==> src/rtl/ordered_array_list_engine_macros.svh <==
// ----------------------------------------------------------------------------
// ordered array list engine assertion macros
// shared concurrent assertion forms, clocked on the rising edge, off in reset
// ----------------------------------------------------------------------------
`ifndef ORDERED_ARRAY_LIST_ENGINE_MACROS_SVH
`define ORDERED_ARRAY_LIST_ENGINE_MACROS_SVH

// same-cycle implication
`define OALE_ASSERT_NOW(label, clk, rst_n, ante, cons, msg) \
    label: assert property (@(posedge clk) disable iff (!rst_n) (ante) |-> (cons)) \
        else $error(msg);

// next-cycle implication
`define OALE_ASSERT_NEXT(label, clk, rst_n, ante, cons, msg) \
    label: assert property (@(posedge clk) disable iff (!rst_n) (ante) |=> (cons)) \
        else $error(msg);

`endif

==> src/rtl/oale_pkg.sv <==
// ----------------------------------------------------------------------------
// oale_pkg
// types, codes and defaults shared by the ordered array list engine
// ----------------------------------------------------------------------------
`timescale 1ns / 1ps

package oale_pkg;

    // default sizing
    localparam int DEPTH_DEF      = 128;
    localparam int NAME_BYTES_DEF = 8;

    // failure text "N/A", first character in the low byte
    localparam logic [63:0] NA_TEXT = 64'h0000_0000_0041_2F4E;
    localparam logic [31:0] ID_FAIL = 32'hFFFF_FFFF;

    // opcodes
    localparam logic [3:0] OP_INS_FRONT  = 4'd0;
    localparam logic [3:0] OP_INS_END    = 4'd1;
    localparam logic [3:0] OP_INS_AFTER  = 4'd2;
    localparam logic [3:0] OP_INS_BEFORE = 4'd3;
    localparam logic [3:0] OP_REM_FRONT  = 4'd4;
    localparam logic [3:0] OP_REM_END    = 4'd5;
    localparam logic [3:0] OP_REM_ITEM   = 4'd6;
    localparam logic [3:0] OP_FIND_ID    = 4'd7;
    localparam logic [3:0] OP_FIND_NAME  = 4'd8;

    // status codes
    localparam logic [1:0] ST_OK      = 2'd0;
    localparam logic [1:0] ST_FULL    = 2'd1;
    localparam logic [1:0] ST_MISSING = 2'd2;
    localparam logic [1:0] ST_EMPTY   = 2'd3;

    // request word
    typedef struct packed {
        logic [3:0]         opcode;
        logic signed [31:0] new_id;
        logic [63:0]        new_name;
        logic signed [31:0] key_id;
        logic [63:0]        key_name;
    } req_word_t;

    // response word
    typedef struct packed {
        logic [1:0]         status;
        logic signed [31:0] out_id;
        logic [63:0]        out_name;
        logic [7:0]         entry_count;
    } rsp_word_t;

    // controller states
    typedef enum logic [3:0] {
        S_IDLE,
        S_DISPATCH,
        S_SCAN,
        S_SHIFT_UP,
        S_WRITE,
        S_FETCH,
        S_FETCH_CAP,
        S_SHIFT_DN,
        S_FINISH
    } state_t;

    // memory read address source
    typedef enum logic [1:0] {
        RD_FWD,
        RD_BACK,
        RD_POS
    } rd_mode_t;

    // memory write source
    typedef enum logic [1:0] {
        WR_NONE,
        WR_UP,
        WR_DOWN,
        WR_ITEM
    } wr_mode_t;

    // pointer load source
    typedef enum logic [1:0] {
        PTR_ZERO,
        PTR_FILL,
        PTR_HIT_NEXT,
        PTR_POS_NEXT
    } ptr_sel_t;

    // position load source
    typedef enum logic [2:0] {
        POS_ZERO,
        POS_FILL,
        POS_LAST,
        POS_HIT,
        POS_HIT_NEXT
    } pos_sel_t;

    // controller to datapath commands
    typedef struct packed {
        logic       load;
        logic       rd_en;
        rd_mode_t   rd_mode;
        wr_mode_t   wr_mode;
        logic       ptr_ld;
        ptr_sel_t   ptr_sel;
        logic       pos_ld;
        pos_sel_t   pos_sel;
        logic       cap_hit;
        logic       fill_inc;
        logic       fill_dec;
        logic       st_ld;
        logic [1:0] st_code;
        logic       res_ld;
    } oale_cmd_t;

    // datapath to controller status
    typedef struct packed {
        logic [3:0] opcode;
        logic       fill_zero;
        logic       fill_full;
        logic       hit;
        logic       miss;
        logic       ptr_lt_fill;
        logic       ptr_gt_pos;
        logic       rd_vld;
        logic       res_free;
    } oale_stat_t;

endpackage

==> src/rtl/oale_ctrl.sv <==
// ----------------------------------------------------------------------------
// oale_ctrl
// sequencer for the list engine: scan, shift, write and respond steps
// ----------------------------------------------------------------------------
`timescale 1ns / 1ps

module oale_ctrl
    import oale_pkg::*;
(
    input  logic       clk,
    input  logic       rst_n,
    input  logic       req_valid,
    output logic       req_stall,
    input  oale_stat_t stat,
    output oale_cmd_t  cmd
);

    state_t state_reg;
    state_t state_next;

    // state register
    always_ff @(posedge clk or negedge rst_n)
    begin
        if (!rst_n)
        begin
            state_reg <= S_IDLE;
        end
        else
        begin
            state_reg <= state_next;
        end
    end

    // take a request word only when idle
    assign req_stall = (state_reg != S_IDLE);

    // next state and commands
    always_comb
    begin
        state_next = state_reg;
        cmd        = '0;
        case (state_reg)
            S_IDLE:
            begin
                if (req_valid)
                begin
                    cmd.load    = 1'b1;
                    cmd.st_ld   = 1'b1;
                    cmd.st_code = ST_OK;
                    state_next  = S_DISPATCH;
                end
            end

            S_DISPATCH:
            begin
                case (stat.opcode)
                    OP_INS_FRONT, OP_INS_END:
                    begin
                        if (stat.fill_full)
                        begin
                            cmd.st_ld   = 1'b1;
                            cmd.st_code = ST_FULL;
                            state_next  = S_FINISH;
                        end
                        else
                        begin
                            cmd.pos_ld  = 1'b1;
                            cmd.pos_sel = (stat.opcode == OP_INS_FRONT) ? POS_ZERO : POS_FILL;
                            cmd.ptr_ld  = 1'b1;
                            cmd.ptr_sel = PTR_FILL;
                            state_next  = S_SHIFT_UP;
                        end
                    end
                    OP_INS_AFTER, OP_INS_BEFORE, OP_REM_ITEM, OP_FIND_ID, OP_FIND_NAME:
                    begin
                        cmd.ptr_ld  = 1'b1;
                        cmd.ptr_sel = PTR_ZERO;
                        state_next  = S_SCAN;
                    end
                    OP_REM_FRONT, OP_REM_END:
                    begin
                        if (stat.fill_zero)
                        begin
                            cmd.st_ld   = 1'b1;
                            cmd.st_code = ST_EMPTY;
                            state_next  = S_FINISH;
                        end
                        else
                        begin
                            cmd.pos_ld  = 1'b1;
                            cmd.pos_sel = (stat.opcode == OP_REM_FRONT) ? POS_ZERO : POS_LAST;
                            state_next  = S_FETCH;
                        end
                    end
                    default:
                    begin
                        state_next = S_FINISH;
                    end
                endcase
            end

            S_SCAN:
            begin
                if (stat.hit)
                begin
                    case (stat.opcode)
                        OP_INS_AFTER, OP_INS_BEFORE:
                        begin
                            if (stat.fill_full)
                            begin
                                cmd.st_ld   = 1'b1;
                                cmd.st_code = ST_FULL;
                                state_next  = S_FINISH;
                            end
                            else
                            begin
                                cmd.pos_ld  = 1'b1;
                                cmd.pos_sel = (stat.opcode == OP_INS_AFTER) ?
                                              POS_HIT_NEXT : POS_HIT;
                                cmd.ptr_ld  = 1'b1;
                                cmd.ptr_sel = PTR_FILL;
                                state_next  = S_SHIFT_UP;
                            end
                        end
                        OP_REM_ITEM:
                        begin
                            cmd.cap_hit = 1'b1;
                            cmd.pos_ld  = 1'b1;
                            cmd.pos_sel = POS_HIT;
                            cmd.ptr_ld  = 1'b1;
                            cmd.ptr_sel = PTR_HIT_NEXT;
                            state_next  = S_SHIFT_DN;
                        end
                        default:
                        begin
                            cmd.cap_hit = 1'b1;
                            state_next  = S_FINISH;
                        end
                    endcase
                end
                else if (stat.miss)
                begin
                    cmd.st_ld   = 1'b1;
                    cmd.st_code = ST_MISSING;
                    state_next  = S_FINISH;
                end
                else if (stat.ptr_lt_fill)
                begin
                    cmd.rd_en   = 1'b1;
                    cmd.rd_mode = RD_FWD;
                end
            end

            // move entries at and above the insertion point up by one
            S_SHIFT_UP:
            begin
                cmd.wr_mode = WR_UP;
                if (stat.ptr_gt_pos)
                begin
                    cmd.rd_en   = 1'b1;
                    cmd.rd_mode = RD_BACK;
                end
                else if (!stat.rd_vld)
                begin
                    state_next = S_WRITE;
                end
            end

            S_WRITE:
            begin
                cmd.wr_mode  = WR_ITEM;
                cmd.fill_inc = 1'b1;
                state_next   = S_FINISH;
            end

            S_FETCH:
            begin
                cmd.rd_en   = 1'b1;
                cmd.rd_mode = RD_POS;
                state_next  = S_FETCH_CAP;
            end

            S_FETCH_CAP:
            begin
                cmd.cap_hit = 1'b1;
                cmd.ptr_ld  = 1'b1;
                cmd.ptr_sel = PTR_POS_NEXT;
                state_next  = S_SHIFT_DN;
            end

            // move entries above the removal point down by one
            S_SHIFT_DN:
            begin
                cmd.wr_mode = WR_DOWN;
                if (stat.ptr_lt_fill)
                begin
                    cmd.rd_en   = 1'b1;
                    cmd.rd_mode = RD_FWD;
                end
                else if (!stat.rd_vld)
                begin
                    cmd.fill_dec = 1'b1;
                    state_next   = S_FINISH;
                end
            end

            S_FINISH:
            begin
                if (stat.res_free)
                begin
                    cmd.res_ld = 1'b1;
                    state_next = S_IDLE;
                end
            end

            default:
            begin
                state_next = S_IDLE;
            end
        endcase
    end

endmodule

==> config.mk <==
export PLATFORM = sky130hd
export DESIGN_NAME = oale_ctrl
export DESIGN_NICKNAME = d
export VERILOG_FILES = /design/src/rtl/ordered_array_list_engine_macros.svh /design/src/rtl/oale_pkg.sv /design/src/rtl/oale_ctrl.sv
export SDC_FILE = /design/constraint.sdc
export NUM_CORES = 1
export LEC_CHECK = 0
export ABC_CLOCK_PERIOD_IN_PS = 3600
export BUFFER_PORTS_ARGS = -buffer_cell sky130_fd_sc_hd__buf_2
export CORE_MARGIN = 2
export CORE_UTILIZATION = 46
export DETAILED_ROUTE_END_ITERATION = 7
export PLACE_DENSITY = 0.88
export SLEW_MARGIN = 30
export SYNTH_ARGS = -nofsm -noshare
export SYNTH_HDL_FRONTEND = slang
export SYNTH_SLANG_ARGS = --single-unit
==> constraint.sdc <==
create_clock -name clk -period 3.6 [get_ports clk]
set_clock_uncertainty 0.05 [all_clocks]
set_input_delay 0.36 -clock clk [delete_from_list [all_inputs] [get_ports clk]]
set_output_delay 0.36 -clock clk [all_outputs]
set_load 0.01 [all_outputs]
== Yosys cells after proc, flatten, opt, wreduce, memory -nomap -nowiden ==
Index checks and enable logic that the tools add are counted.
Storage, ports and cells
  flip-flop bits (word level): 4
  memories kept: 0
  latch bits: 0
  input port bits: 15
  bits in writable memories: 0
  bits in read-only memories: 0
  word-level logic and storage cells: 81
Cells by class
  multiplexer cells: 49
  divide/modulo/power cells: 0
  $lt $le $gt $ge: 0
  multiply operators: 0
  equality and inequality tests: 23
  reduce and logical (&&, ||, !) cells: 8
  $add $sub $neg: 0
  bitwise gates (word level): 0
  shift-type cells: 0
Operators by type and width (count)
  4-bit two-way mux: 11
  4-bit case mux with 9 select lines: 1
  3-bit two-way mux: 11
  4-bit by 3-bit equality test with 1-bit output, second input constant: 8
  4-bit case mux with 2 select lines: 3
  3-bit case mux with 3 select lines: 2
  4-bit by 2-bit equality test with 1-bit output, second input constant: 4
  7-bit two-way mux: 2
  7-bit case mux with 2 select lines: 1
  2-bit != test, second input constant: 6
  3-bit case mux with 2 select lines: 2
  3-bit case mux with 4 select lines: 1
  4-bit case mux with 3 select lines: 1
  1-bit two-way mux: 10
  4-bit by 1-bit equality test with 1-bit output, second input constant: 2
  4-bit equality test, second input constant: 2
  4-bit zero test: 2
  8-bit two-way mux: 1
  7-bit AND reduction: 1
  2-bit case mux with 3 select lines: 1
  2-bit OR reduction: 3
  5-bit OR reduction: 1
  4-bit nonzero test: 1
  3-bit != test, second input constant: 1
  other kinds (2): 2

== Depth between registers and ports, before layout ==
Gate-level depths: netlist of run 1.
  depth after elaboration: 6
  depth in mapped cells: 6

== Worst setup path before layout of run 1 ==
OpenSTA, ideal clock, no wires.
  kind: register to output
  from: reg state_reg[0]
  to: out cmd[3] (netlist bit)
  setup slack: 1323 ps
  path buffers: 0
  stages on the path, launching flop included: 6
  data required time: 3190 ps
  arrival: 1867 ps
  cell sequence: dfrtp_1 -> or4b_4 -> or2_4 -> nor2b_1 -> o21ai_0 -> or3b_1
RTL lines
  start, declared: line oale_ctrl.sv:18  | state_t state_reg;
  start signal, assigned: line oale_ctrl.sv:30  | state_reg <= state_next;
  end, declared: line oale_ctrl.sv:15  | output oale_cmd_t cmd

==> results of run 1 <==
## layer usage
layer	global-route usage [%]	vias to the layer above	wire length [um]
met5	0	-	0
met4	12.26	0	55
met2	40.31	39	994
met3	5.652	7	109
li1	-	414	-
met1	28.38	407	800
## through the flow
step | area (sq um) | power [mW] | setup WS, ns
2_1_floorplan | 646.9 | 0.3013 | 1.323
3_3_place_gp | 817.0 | 0.3804 | 1.137
3_5_place_dp | 817.0 | 0.3882 | 1.101
4_1_cts | 849.6 | 0.4520 | 0.8289
5_1_grt | 849.6 | 0.4938 | 0.7405
6_report | 849.6 | 0.4523 | 0.8205
## timing repair
| action | 4_1_cts | 5_1_grt |
|---|---|---|
| endpoints found under the setup margin | 0 | 0 |
| buffers inserted | 0 | 0 |
| hold buffers | 1 | 0 |
| hold endpoints to repair | 4 | 0 |
## worst paths after layout
path	slack [ns]	cells after the start	start	end
setup / recovery	0.82	6	state_reg[3]	cmd[7]
hold / removal	0.39	2	rst_n	state_reg[3]
setup reg to reg	1.52	5	state_reg[1]	state_reg[2]
hold reg to reg	0.70	2	state_reg[1]	state_reg[1]
max in group asynchronous	2.98	2	rst_n	state_reg[0]
min in group clk	0.39	3	stat[0]	state_reg[3]
## area by class of cell
type / count / area (sq um) / area share (%)
tap: 15 / 18.77 / 2.209
sequential: 4 / 100.1 / 11.78
timing repair buffer: 36 / 185.2 / 21.80
multi-input combinational: 83 / 511.7 / 60.24
inverter: 3 / 11.26 / 1.325
clock buffer: 3 / 22.52 / 2.651
## critical path: stages (launching register included)
cell	delay, ns
dfrtp_1	0.49
or4b_4	0.60
or2_4	0.29
nor2b_1	0.15
or3_4	0.35
o21ai_2	0.11
buf_2	0.13
## cells by family after synthesis
family          after synthesis  share of synthesized area, %
flops                         4                         15.47
xor+xnor                      1                         1.354
simple gates                 56                         49.71
compound gates               24                         24.95
mux                           2                         3.095
buf+inv                       8                         5.415
## where the power goes
part           leakage [nW]  switching (mW)  internal [mW]  total [mW]
sequential           0.0523          0.0454         0.0616       0.107
combinational         0.417           0.155          0.131       0.286
clock                0.0138          0.0217         0.0375      0.0592
total                 0.483           0.222          0.231       0.452
## cell usage in the layout (no fill, tap or decap), drive strengths merged, types with 2 or more instances in the layout
master	Yosys	final
inv	3	3
or3	2	2
nand2	12	12
nor4	2	2
o211ai	2	2
and3	2	2
or3b	2	2
dfrtp	4	4
nand3	3	3
clkbuf	1	3
and2	2	2
nand3b	2	2
nor3b	3	3
nand2b	3	3
nor2	12	12
nor3	5	5
mux2i	2	2
buf	4	35
a21oi	4	4
o21ai	8	8
==> results.py, run 1 <==
metrics = {
    "yosys": {
        "synth_fp_nets": 110,
        "syn_inst": 95,
        "synth_area_sq_um": 646.9,
        "synth_top_area_share_pct": 15.47,
        "yosys-top-cells-area": "dfrtp_1 (15%), nand2_1 (7.0%), nor2_1 (7.0%)",
        "synth.yosys.seq_area_share_pct": 15.47,
        "ys_seq_elements": 4,
        "synth_area_leader_cell": "dfrtp_1",
        "async_flop_share_pct": 100.0,
        "synth_edf_count": 0,
        "ys_warn_count": 0,
        "syn_area_per_cell_sq_um": 6.809,
        "synth-main-ff-cell": "dfrtp_1",
        "synthTopCellsByCount": "nand2_1 (12), nor2_1 (12), o21ai_0 (7), nor3_1 (5)",
        "synth.distinct_cells": 41,
    },
    "sta": {
        "hold_viol_final": 0,
        "relSlewSlack_pct": 68.79,
        "fin_crit_sh_pct": 77.21,
        "finalCriticalPeriod_ns": 2.780,
        "report.final.slew_viol_count": 0,
        "max_freq_mhz": 359.8,
        "rsz0062_at_grt": "no",
        "tightest_slew_ns": 0.4616,
        "holdWs_ns": 0.3894,
        "tns_ns": 0,
        "setup_viol": 0,
    },
    "die": {
        "die_h_um": 41.50,
        "start_util_pct": 49.71,
        "die_w_um": 41.50,
        "io_pins": 36,
        "die_area_sq_um": 1722,
        "coreArea_sq_um": 1301,
        "rows": 13,
    },
    "setup_path": {
        "required_ns": 3.19,
        "critical_path_class": "reg2out",
        "critPathLaunchType": "flop",
        "cp.arrival_ns": 2.37,
        "cp_max_fo": 11,
        "worstSetupEndpointType": "output port",
    },
    "flow_run": {
        "max_cap_viol_count": 0,
    },
    "route": {
        "drt_wl_total_um": 1959,
        "ant_nets": 0,
        "vias": 867,
        "wl_per_cell_um": 13.60,
        "dr.pass1.iters": 4,
        "viasPerCell": 6.021,
        "drt_iter0_drc": 24,
        "remaining_drc_errors": 0,
    },
    "cts": {
        "clock_latency_ns": 0.25,
        "cts_resized": 0,
        "clk_pin_slew_ns": 0.04,
        "cts_inserted_buffers": 3,
        "numClockSinks": 4,
        "htreeDepth": 1,
        "cts_tree": "done",
        "root_buffer": "clkbuf_4",
        "ctsLongestPathBuffers": 2,
    },
    "placed_design": {
        "dpl.cell_count": 140,
        "hpwlAfterDp_um": 1522,
        "routabilityCongestion": 0.8618,
        "port_buffers": 35,
    },
    "grt": {
        "grt_pass1_wl_um": 3312,
        "overflow": 0,
        "grtUsageTotal_pct": 24.10,
        "grt_pass1_vias": 763,
        "grt_max_degree": 14,
        "antenna_found_initial": 0,
    },
    "power_and_ir_drop": {
        "vdd_drop_max_v": 0.0001947,
        "leakagePower_nw": 0.4832,
        "p_per_area_nw_per_um2": 532.4,
    },
    "final_layout": {
        "post-route-util_pct": 65.29,
        "final_cells": 144,
        "final_nets": 146,
        "n_antenna_cell": 0,
        "largest_reg_flops": 4,
        "syn_to_final_growth_pct": 31.33,
        "nFillCells": 122,
        "layout-drive-gt1-share_pct": 34.88,
    },
    "run_status": {
        "status": "completed",
    },
    "hold_path": {
        "hp-class": "in2async",
    },
}
(Power assumes the default switching activity.)
==> run 2, diff against run 1 <==
--- a/config.mk
+++ b/config.mk
@@ -5,12 +5,13 @@
 export SDC_FILE = /design/constraint.sdc
 export NUM_CORES = 1
 export LEC_CHECK = 0
-export ABC_CLOCK_PERIOD_IN_PS = 3600
+export ABC_AREA = 1
+export ABC_CLOCK_PERIOD_IN_PS = 2890
 export BUFFER_PORTS_ARGS = -buffer_cell sky130_fd_sc_hd__buf_2
 export CORE_MARGIN = 2
-export CORE_UTILIZATION = 46
+export CORE_UTILIZATION = 43
 export DETAILED_ROUTE_END_ITERATION = 7
-export PLACE_DENSITY = 0.88
+export PLACE_DENSITY = 0.82
 export SLEW_MARGIN = 30
 export SYNTH_ARGS = -nofsm -noshare
 export SYNTH_HDL_FRONTEND = slang
==> constraint.sdc (replaced) <==
create_clock -name clk -period 2.89 [get_ports clk]
set_clock_uncertainty 0.05 [all_clocks]
set_input_delay 0.289 -clock clk [delete_from_list [all_inputs] [get_ports clk]]
set_output_delay 0.289 -clock clk [all_outputs]
set_load 0.01 [all_outputs]
==> results.py, run 2 <==
metrics = {
    "yosys": {
        "synth_fp_nets": 137,
        "synth_area_leader_cell": "nand2_1",
        "synth-main-ff-cell": "dfrtp_1",
        "ys_warn_count": 0,
        "synth.yosys.seq_area_share_pct": 15.09,
        "synth_area_sq_um": 663.1,
        "syn_inst": 122,
        "synth.most_common_cell": "nand2_1",
        "synth_edf_count": 0,
        "syn_area_per_cell_sq_um": 5.436,
        "synth_top_area_share_pct": 19.25,
        "synthTopCellsByCount": "nand2_1 (34), inv_1 (13), nand3_1 (13), nor2_1 (13), inv_2 (7)",
        "yosys-top-cells-area": "nand2_1 (19%), dfrtp_1 (15%), nand3_1 (9.8%)",
        "ys_seq_elements": 4,
        "synth.distinct_cells": 22,
        "async_flop_share_pct": 100.0,
    },
    "cts": {
        "clk_pin_slew_ns": 0.04,
        "clock_latency_ns": 0.23,
        "root_buffer": "clkbuf_4",
        "cts_resized": 0,
        "ctsHoldBuffers": 1,
        "htreeDepth": 1,
        "ctsLongestPathBuffers": 2,
        "post_cts_buffers": 0,
        "numClockSinks": 4,
        "cts_tree": "done",
        "cts_inserted_buffers": 3,
    },
    "route": {
        "remaining_drc_errors": 0,
        "vias": 917,
        "ant_nets": 0,
        "drt_iter0_drc": 28,
        "wl_per_cell_um": 10.32,
        "drt_wl_total_um": 1827,
        "dr.pass1.iters": 4,
        "viasPerCell": 5.181,
    },
    "final_layout": {
        "syn_to_final_growth_pct": 34.34,
        "layout-drive-gt1-share_pct": 39.13,
        "final_cells": 177,
        "layout.cells.most_common": "buf_2",
        "largest_reg_flops": 4,
        "final_cell_area_sq_um": 890.9,
        "post-route-util_pct": 60.54,
        "nFillCells": 156,
        "n_antenna_cell": 0,
        "final_nets": 178,
        "mostFrequentLayoutCells": "buf_2 (35), nand2_1 (34), inv_1 (13), nor2_1 (13), nand3_1 (13)",
    },
    "placed_design": {
        "place_area_sq_um": 858.3,
        "preCtsSetupSlack_ns": 1.249,
        "port_buffers": 35,
        "routabilityCongestion": 0.9767,
        "dpl.cell_count": 173,
        "hpwlAfterDp_um": 1530,
    },
    "grt": {
        "grt_pass1_wl_um": 3187,
        "antenna_found_initial": 0,
        "overflow": 0,
        "grt_max_degree": 7,
        "grtUsageTotal_pct": 21.98,
        "grt_pass1_vias": 771,
    },
    "sta": {
        "hold_viol_final": 0,
        "fin_crit_sh_pct": 65.60,
        "holdWs_ns": 0.3365,
        "max_freq_mhz": 527.4,
        "relSlewSlack_pct": 78.40,
        "setup_slack_ns": 0.9940,
        "setup_viol": 0,
        "rsz0062_at_grt": "no",
        "tns_ns": 0,
        "tightest_slew_ns": 0.3199,
        "report.final.slew_viol_count": 0,
        "finalCriticalPeriod_ns": 1.896,
    },
    "die": {
        "die_area_sq_um": 1872,
        "rows": 14,
        "die_w_um": 43.27,
        "io_pins": 36,
        "die_h_um": 43.27,
        "coreArea_sq_um": 1471,
        "start_util_pct": 45.07,
    },
    "run_status": {
        "status": "completed",
    },
    "setup_path": {
        "critPathLaunchType": "flop",
        "critical_path_class": "reg2out",
        "reg2reg_setup_slack_ns": 1.51,
        "slowest_delay_ns": 0.42,
        "cp.arrival_ns": 1.56,
        "cp_max_fo": 6,
        "worstSetupEndpointType": "output port",
        "r2r_start": "state_reg[3]",
        "slowest_stage": "dfrtp_1",
        "worstReg2RegEnd": "state_reg[3]",
        "crit_chain": "nor2_4 -> nand3_2 -> clkinv_1 -> nand2_1 -> o311ai_0 -> buf_2",
        "required_ns": 2.55,
        "rr_worst_depth": 8,
    },
    "power_and_ir_drop": {
        "p_switching_mw": 0.3220,
        "clkPwrFrac_pct": 11.4,
        "pwr-share-comb_pct": 70.1,
        "p_per_area_nw_per_um2": 663.0,
        "finalPower_mw": 0.5906,
        "vdd_drop_max_v": 0.0003459,
        "internal_power_mw": 0.2686,
        "switching_share_pct": 54.52,
        "seq_power_share_pct": 18.5,
        "leakagePower_nw": 0.5890,
    },
    "flow_run": {
        "max_cap_viol_count": 0,
    },
    "hold_path": {
        "hp-class": "in2async",
    },
}
## run 2: changes by cell type in the layout (fill, tap and decap cells not counted), sizes merged, moves of 3 or more
cell,before,now
nand2,12,40
inv,3,20
nand3,3,15
nor2,12,21
nand2b,3,0
nor3b,3,0
o21ai,8,5
## run 2: worst max-delay path by stage
stage | startpoint | endpoint | slack, ns | cells past startpoint
after floorplan | state_reg[3] | cmd[11] | 1.32 | 3
after global placement | state_reg[3] | cmd[11] | 1.27 | 6
after detailed placement | state_reg[3] | cmd[11] | 1.25 | 6
after CTS | state_reg[3] | cmd[11] | 1.00 | 6
after global routing | state_reg[3] | cmd[8] | 0.88 | 6
final | state_reg[3] | cmd[11] | 0.99 | 6
## run 2: logic make-up after synthesis
family / after synthesis / synth area share [%]
compound gates: 14 / 13.02
buf+inv: 21 / 11.89
flops: 4 / 15.09
simple gates: 83 / 60.00
## run 2: metal layers
metal	part of all wire (%)	GRT usage, %	routed length [um]
met2	47	35.52	859
met1	46	29.53	840
met5	0	0	0
met4	0.60	7.273	11
met3	6.3	3.404	115
## run 2: critical path: cells and delay by family (launching register included)
kind                   cells  cell delay (ns)
flip-flops                 1             0.42
AND/OR/NAND/NOR            3             0.49
AO/OA/AOI/OAI              1             0.12
buffers and inverters      2             0.30
## run 2: power groups by stage
stage,clock network (mW),registers [mW],logic [mW]
detailed placement,0,0.110,0.412
global placement,0,0.109,0.407
floorplan,0,0.106,0.292
global route,0.0780,0.114,0.467
CTS,0.0696,0.109,0.415
finish,0.0672,0.109,0.414
## run 2: final cells by class
class	count	area, sq um	area share, %
Multi-Input combinational cell	97	484.2	54.35
Tap cell	16	20.02	2.247
Timing Repair Buffer	36	185.2	20.79
Clock buffer	3	22.52	2.528
Sequential cell	4	100.1	11.24
Inverter	21	78.83	8.848
==> run 3, diff against run 2 <==
--- a/config.mk
+++ b/config.mk
@@ -6,12 +6,12 @@
 export NUM_CORES = 1
 export LEC_CHECK = 0
 export ABC_AREA = 1
-export ABC_CLOCK_PERIOD_IN_PS = 2890
+export ABC_CLOCK_PERIOD_IN_PS = 1550
 export BUFFER_PORTS_ARGS = -buffer_cell sky130_fd_sc_hd__buf_2
 export CORE_MARGIN = 2
-export CORE_UTILIZATION = 43
+export CORE_UTILIZATION = 39
 export DETAILED_ROUTE_END_ITERATION = 7
-export PLACE_DENSITY = 0.82
+export PLACE_DENSITY = 0.79
 export SLEW_MARGIN = 30
 export SYNTH_ARGS = -nofsm -noshare
 export SYNTH_HDL_FRONTEND = slang
==> constraint.sdc (replaced) <==
create_clock -name clk -period 1.55 [get_ports clk]
set_clock_uncertainty 0.05 [all_clocks]
set_input_delay 0.155 -clock clk [delete_from_list [all_inputs] [get_ports clk]]
set_output_delay 0.155 -clock clk [all_outputs]
set_load 0.01 [all_outputs]
==> results.py, run 3 (synthesis results as in run 2) <==
metrics = {
    "final_layout": {
        "largest_reg_flops": 4,
        "syn_to_final_growth_pct": 47.74,
        "final_cell_area_sq_um": 979.7,
        "final_nets": 185,
        "mostFrequentLayoutCells": "buf_2 (35), nand2_1 (32), inv_1 (13)",
        "post-route-util_pct": 63.56,
        "layout.cells.most_common": "buf_2",
        "final_cells": 184,
        "layout-drive-gt1-share_pct": 45.83,
        "n_antenna_cell": 0,
    },
    "route": {
        "drt_wl_total_um": 2190,
        "dr.pass1.iters": 4,
        "drt_iter0_drc": 41,
        "viasPerCell": 5.130,
        "vias": 944,
        "ant_nets": 0,
        "wl_per_cell_um": 11.90,
        "remaining_drc_errors": 0,
    },
    "sta": {
        "rsz0062_at_grt": "yes",
        "tns_ns": -0.8248,
        "hold_viol_final": 0,
        "setup_viol": 14,
        "finalCriticalPeriod_ns": 1.658,
        "tightest_slew_ns": 0.2655,
        "relSlewSlack_pct": 82.02,
        "max_freq_mhz": 603.0,
        "setup_slack_ns": -0.1084,
        "holdWs_ns": 0.2053,
        "fin_crit_sh_pct": 107.0,
        "report.final.slew_viol_count": 0,
    },
    "grt": {
        "grt_pass1_wl_um": 3574,
        "grt_pass1_vias": 857,
        "grtUsageTotal_pct": 22.68,
        "grt_max_degree": 7,
        "antenna_found_initial": 0,
        "overflow": 0,
    },
    "run_status": {
        "status": "complete, but fails checks",
        "failed_checks": "negative setup slack",
    },
    "cts": {
        "cts_inserted_buffers": 3,
        "root_buffer": "clkbuf_4",
        "numClockSinks": 4,
        "clock_latency_ns": 0.23,
        "clk_pin_slew_ns": 0.04,
        "htreeDepth": 1,
        "ctsLongestPathBuffers": 2,
        "cts_tree": "done",
    },
    "setup_path": {
        "cp_max_fo": 4,
        "critical_path_class": "reg2out",
        "worstSetupEndpointType": "output port",
        "slowest_stage": "dfrtp_1",
        "cp.arrival_ns": 1.45,
        "required_ns": 1.34,
        "critPathBufInv": 5,
        "slowest_delay_ns": 0.39,
        "crit_path_frequent_cell": "inv_2",
        "rr_worst_depth": 9,
        "critPathLaunchType": "flop",
        "crit_family": "buffers and inverters",
        "crit_chain": "buf_4 -> inv_2 -> nand2_2 -> inv_2 -> nand2_2 -> inv_2 -> nor2_4 -> nand3_1 -> buf_2",
        "cp.depth": 9,
    },
    "power_and_ir_drop": {
        "leakagePower_nw": 0.6271,
        "switching_share_pct": 52.20,
        "vdd_drop_max_v": 0.0006976,
        "internal_power_mw": 0.6265,
        "p_per_area_nw_per_um2": 1338,
        "seq_power_share_pct": 16.1,
        "clkPwrFrac_pct": 9.6,
        "finalPower_mw": 1.311,
        "p_switching_mw": 0.6842,
        "pwr-share-comb_pct": 74.3,
    },
    "flow_run": {
        "max_cap_viol_count": 0,
    },
    "die": {
        "coreArea_sq_um": 1541,
        "io_pins": 36,
        "die_w_um": 45.24,
        "start_util_pct": 43.02,
        "rows": 14,
        "die_area_sq_um": 2046,
        "die_h_um": 45.24,
    },
    "placed_design": {
        "preCtsSetupSlack_ns": 0.06062,
        "port_buffers": 35,
        "place_area_sq_um": 858.3,
        "hpwlAfterDp_um": 1684,
        "dpl.cell_count": 173,
        "routabilityCongestion": 0.8885,
    },
    "hold_path": {
        "hp-class": "in2async",
    },
}
-- run 3: cell count changes in the layout (fill, tap and decap cells not counted), moves of 2 or more --
cell / before / now
buf_4: 0 / 6
dfrtp_1: 4 / 2
dfrtp_2: 0 / 2
nand2_1: 34 / 32
nand2_2: 6 / 8
nor2_1: 13 / 11
nor2_4: 2 / 5
o21ai_0: 4 / 2
o21ai_1: 1 / 3
-- run 3: path summary, 6_finish.rpt --
kind | from | endpoint | slack (ns)
max in group asynchronous | rst_n | state_reg[2] | 1.11
max | state_reg[3] | cmd[13] | -0.11
min in group clk | stat[0] | state_reg[3] | 0.21
min | rst_n | state_reg[1] | 0.21
max reg2reg | state_reg[3] | state_reg[3] | 0.10
min reg2reg | state_reg[0] | state_reg[0] | 0.53
-- run 3: cell type report --
class | count | area (sq um)
multi-input cells | 97 | 514.2
clock buffers | 3 | 22.52
flip-flops and latches | 4 | 102.6
inverters | 21 | 78.83
fillers | 147 | 561.8
repair buffers | 43 | 241.5
well taps | 16 | 20.02
-- run 3: worst register-to-register path, delay by kind of cell (launching register included) --
kind / cells / cell delay, ns
buf+inv: 1 / 0.14
simple gates: 8 / 0.74
flops: 1 / 0.40
-- run 3: layer usage --
metal | vias up | part of all wire (%) | track usage, %
met5 | - | 0 | 0
met2 | 41 | 50 | 38.29
li1 | 490 | - | -
met3 | 0 | 6.1 | 1.200
met4 | 0 | 0 | 7.647
met1 | 413 | 44 | 30.58
-- run 3: what timing repair did --
action,CTS,global route
hold buffers,1,0
pin swaps,2,4
endpoints found under the setup margin,12,18
setup buffers,6,1
resized for setup,10,4
gates cloned,0,0
hold endpoints to repair,4,0
-- run 3: power groups by stage --
| stage | combinational (mW) | clock, mW | sequential (mW) |
|---|---|---|---|
| after floorplan | 0.545 | 0 | 0.197 |
| after global placement | 0.767 | 0 | 0.201 |
| after detailed placement | 0.781 | 0 | 0.204 |
| after CTS | 0.919 | 0.130 | 0.211 |
| after global routing | 1.07 | 0.139 | 0.215 |
| final | 0.974 | 0.126 | 0.211 |
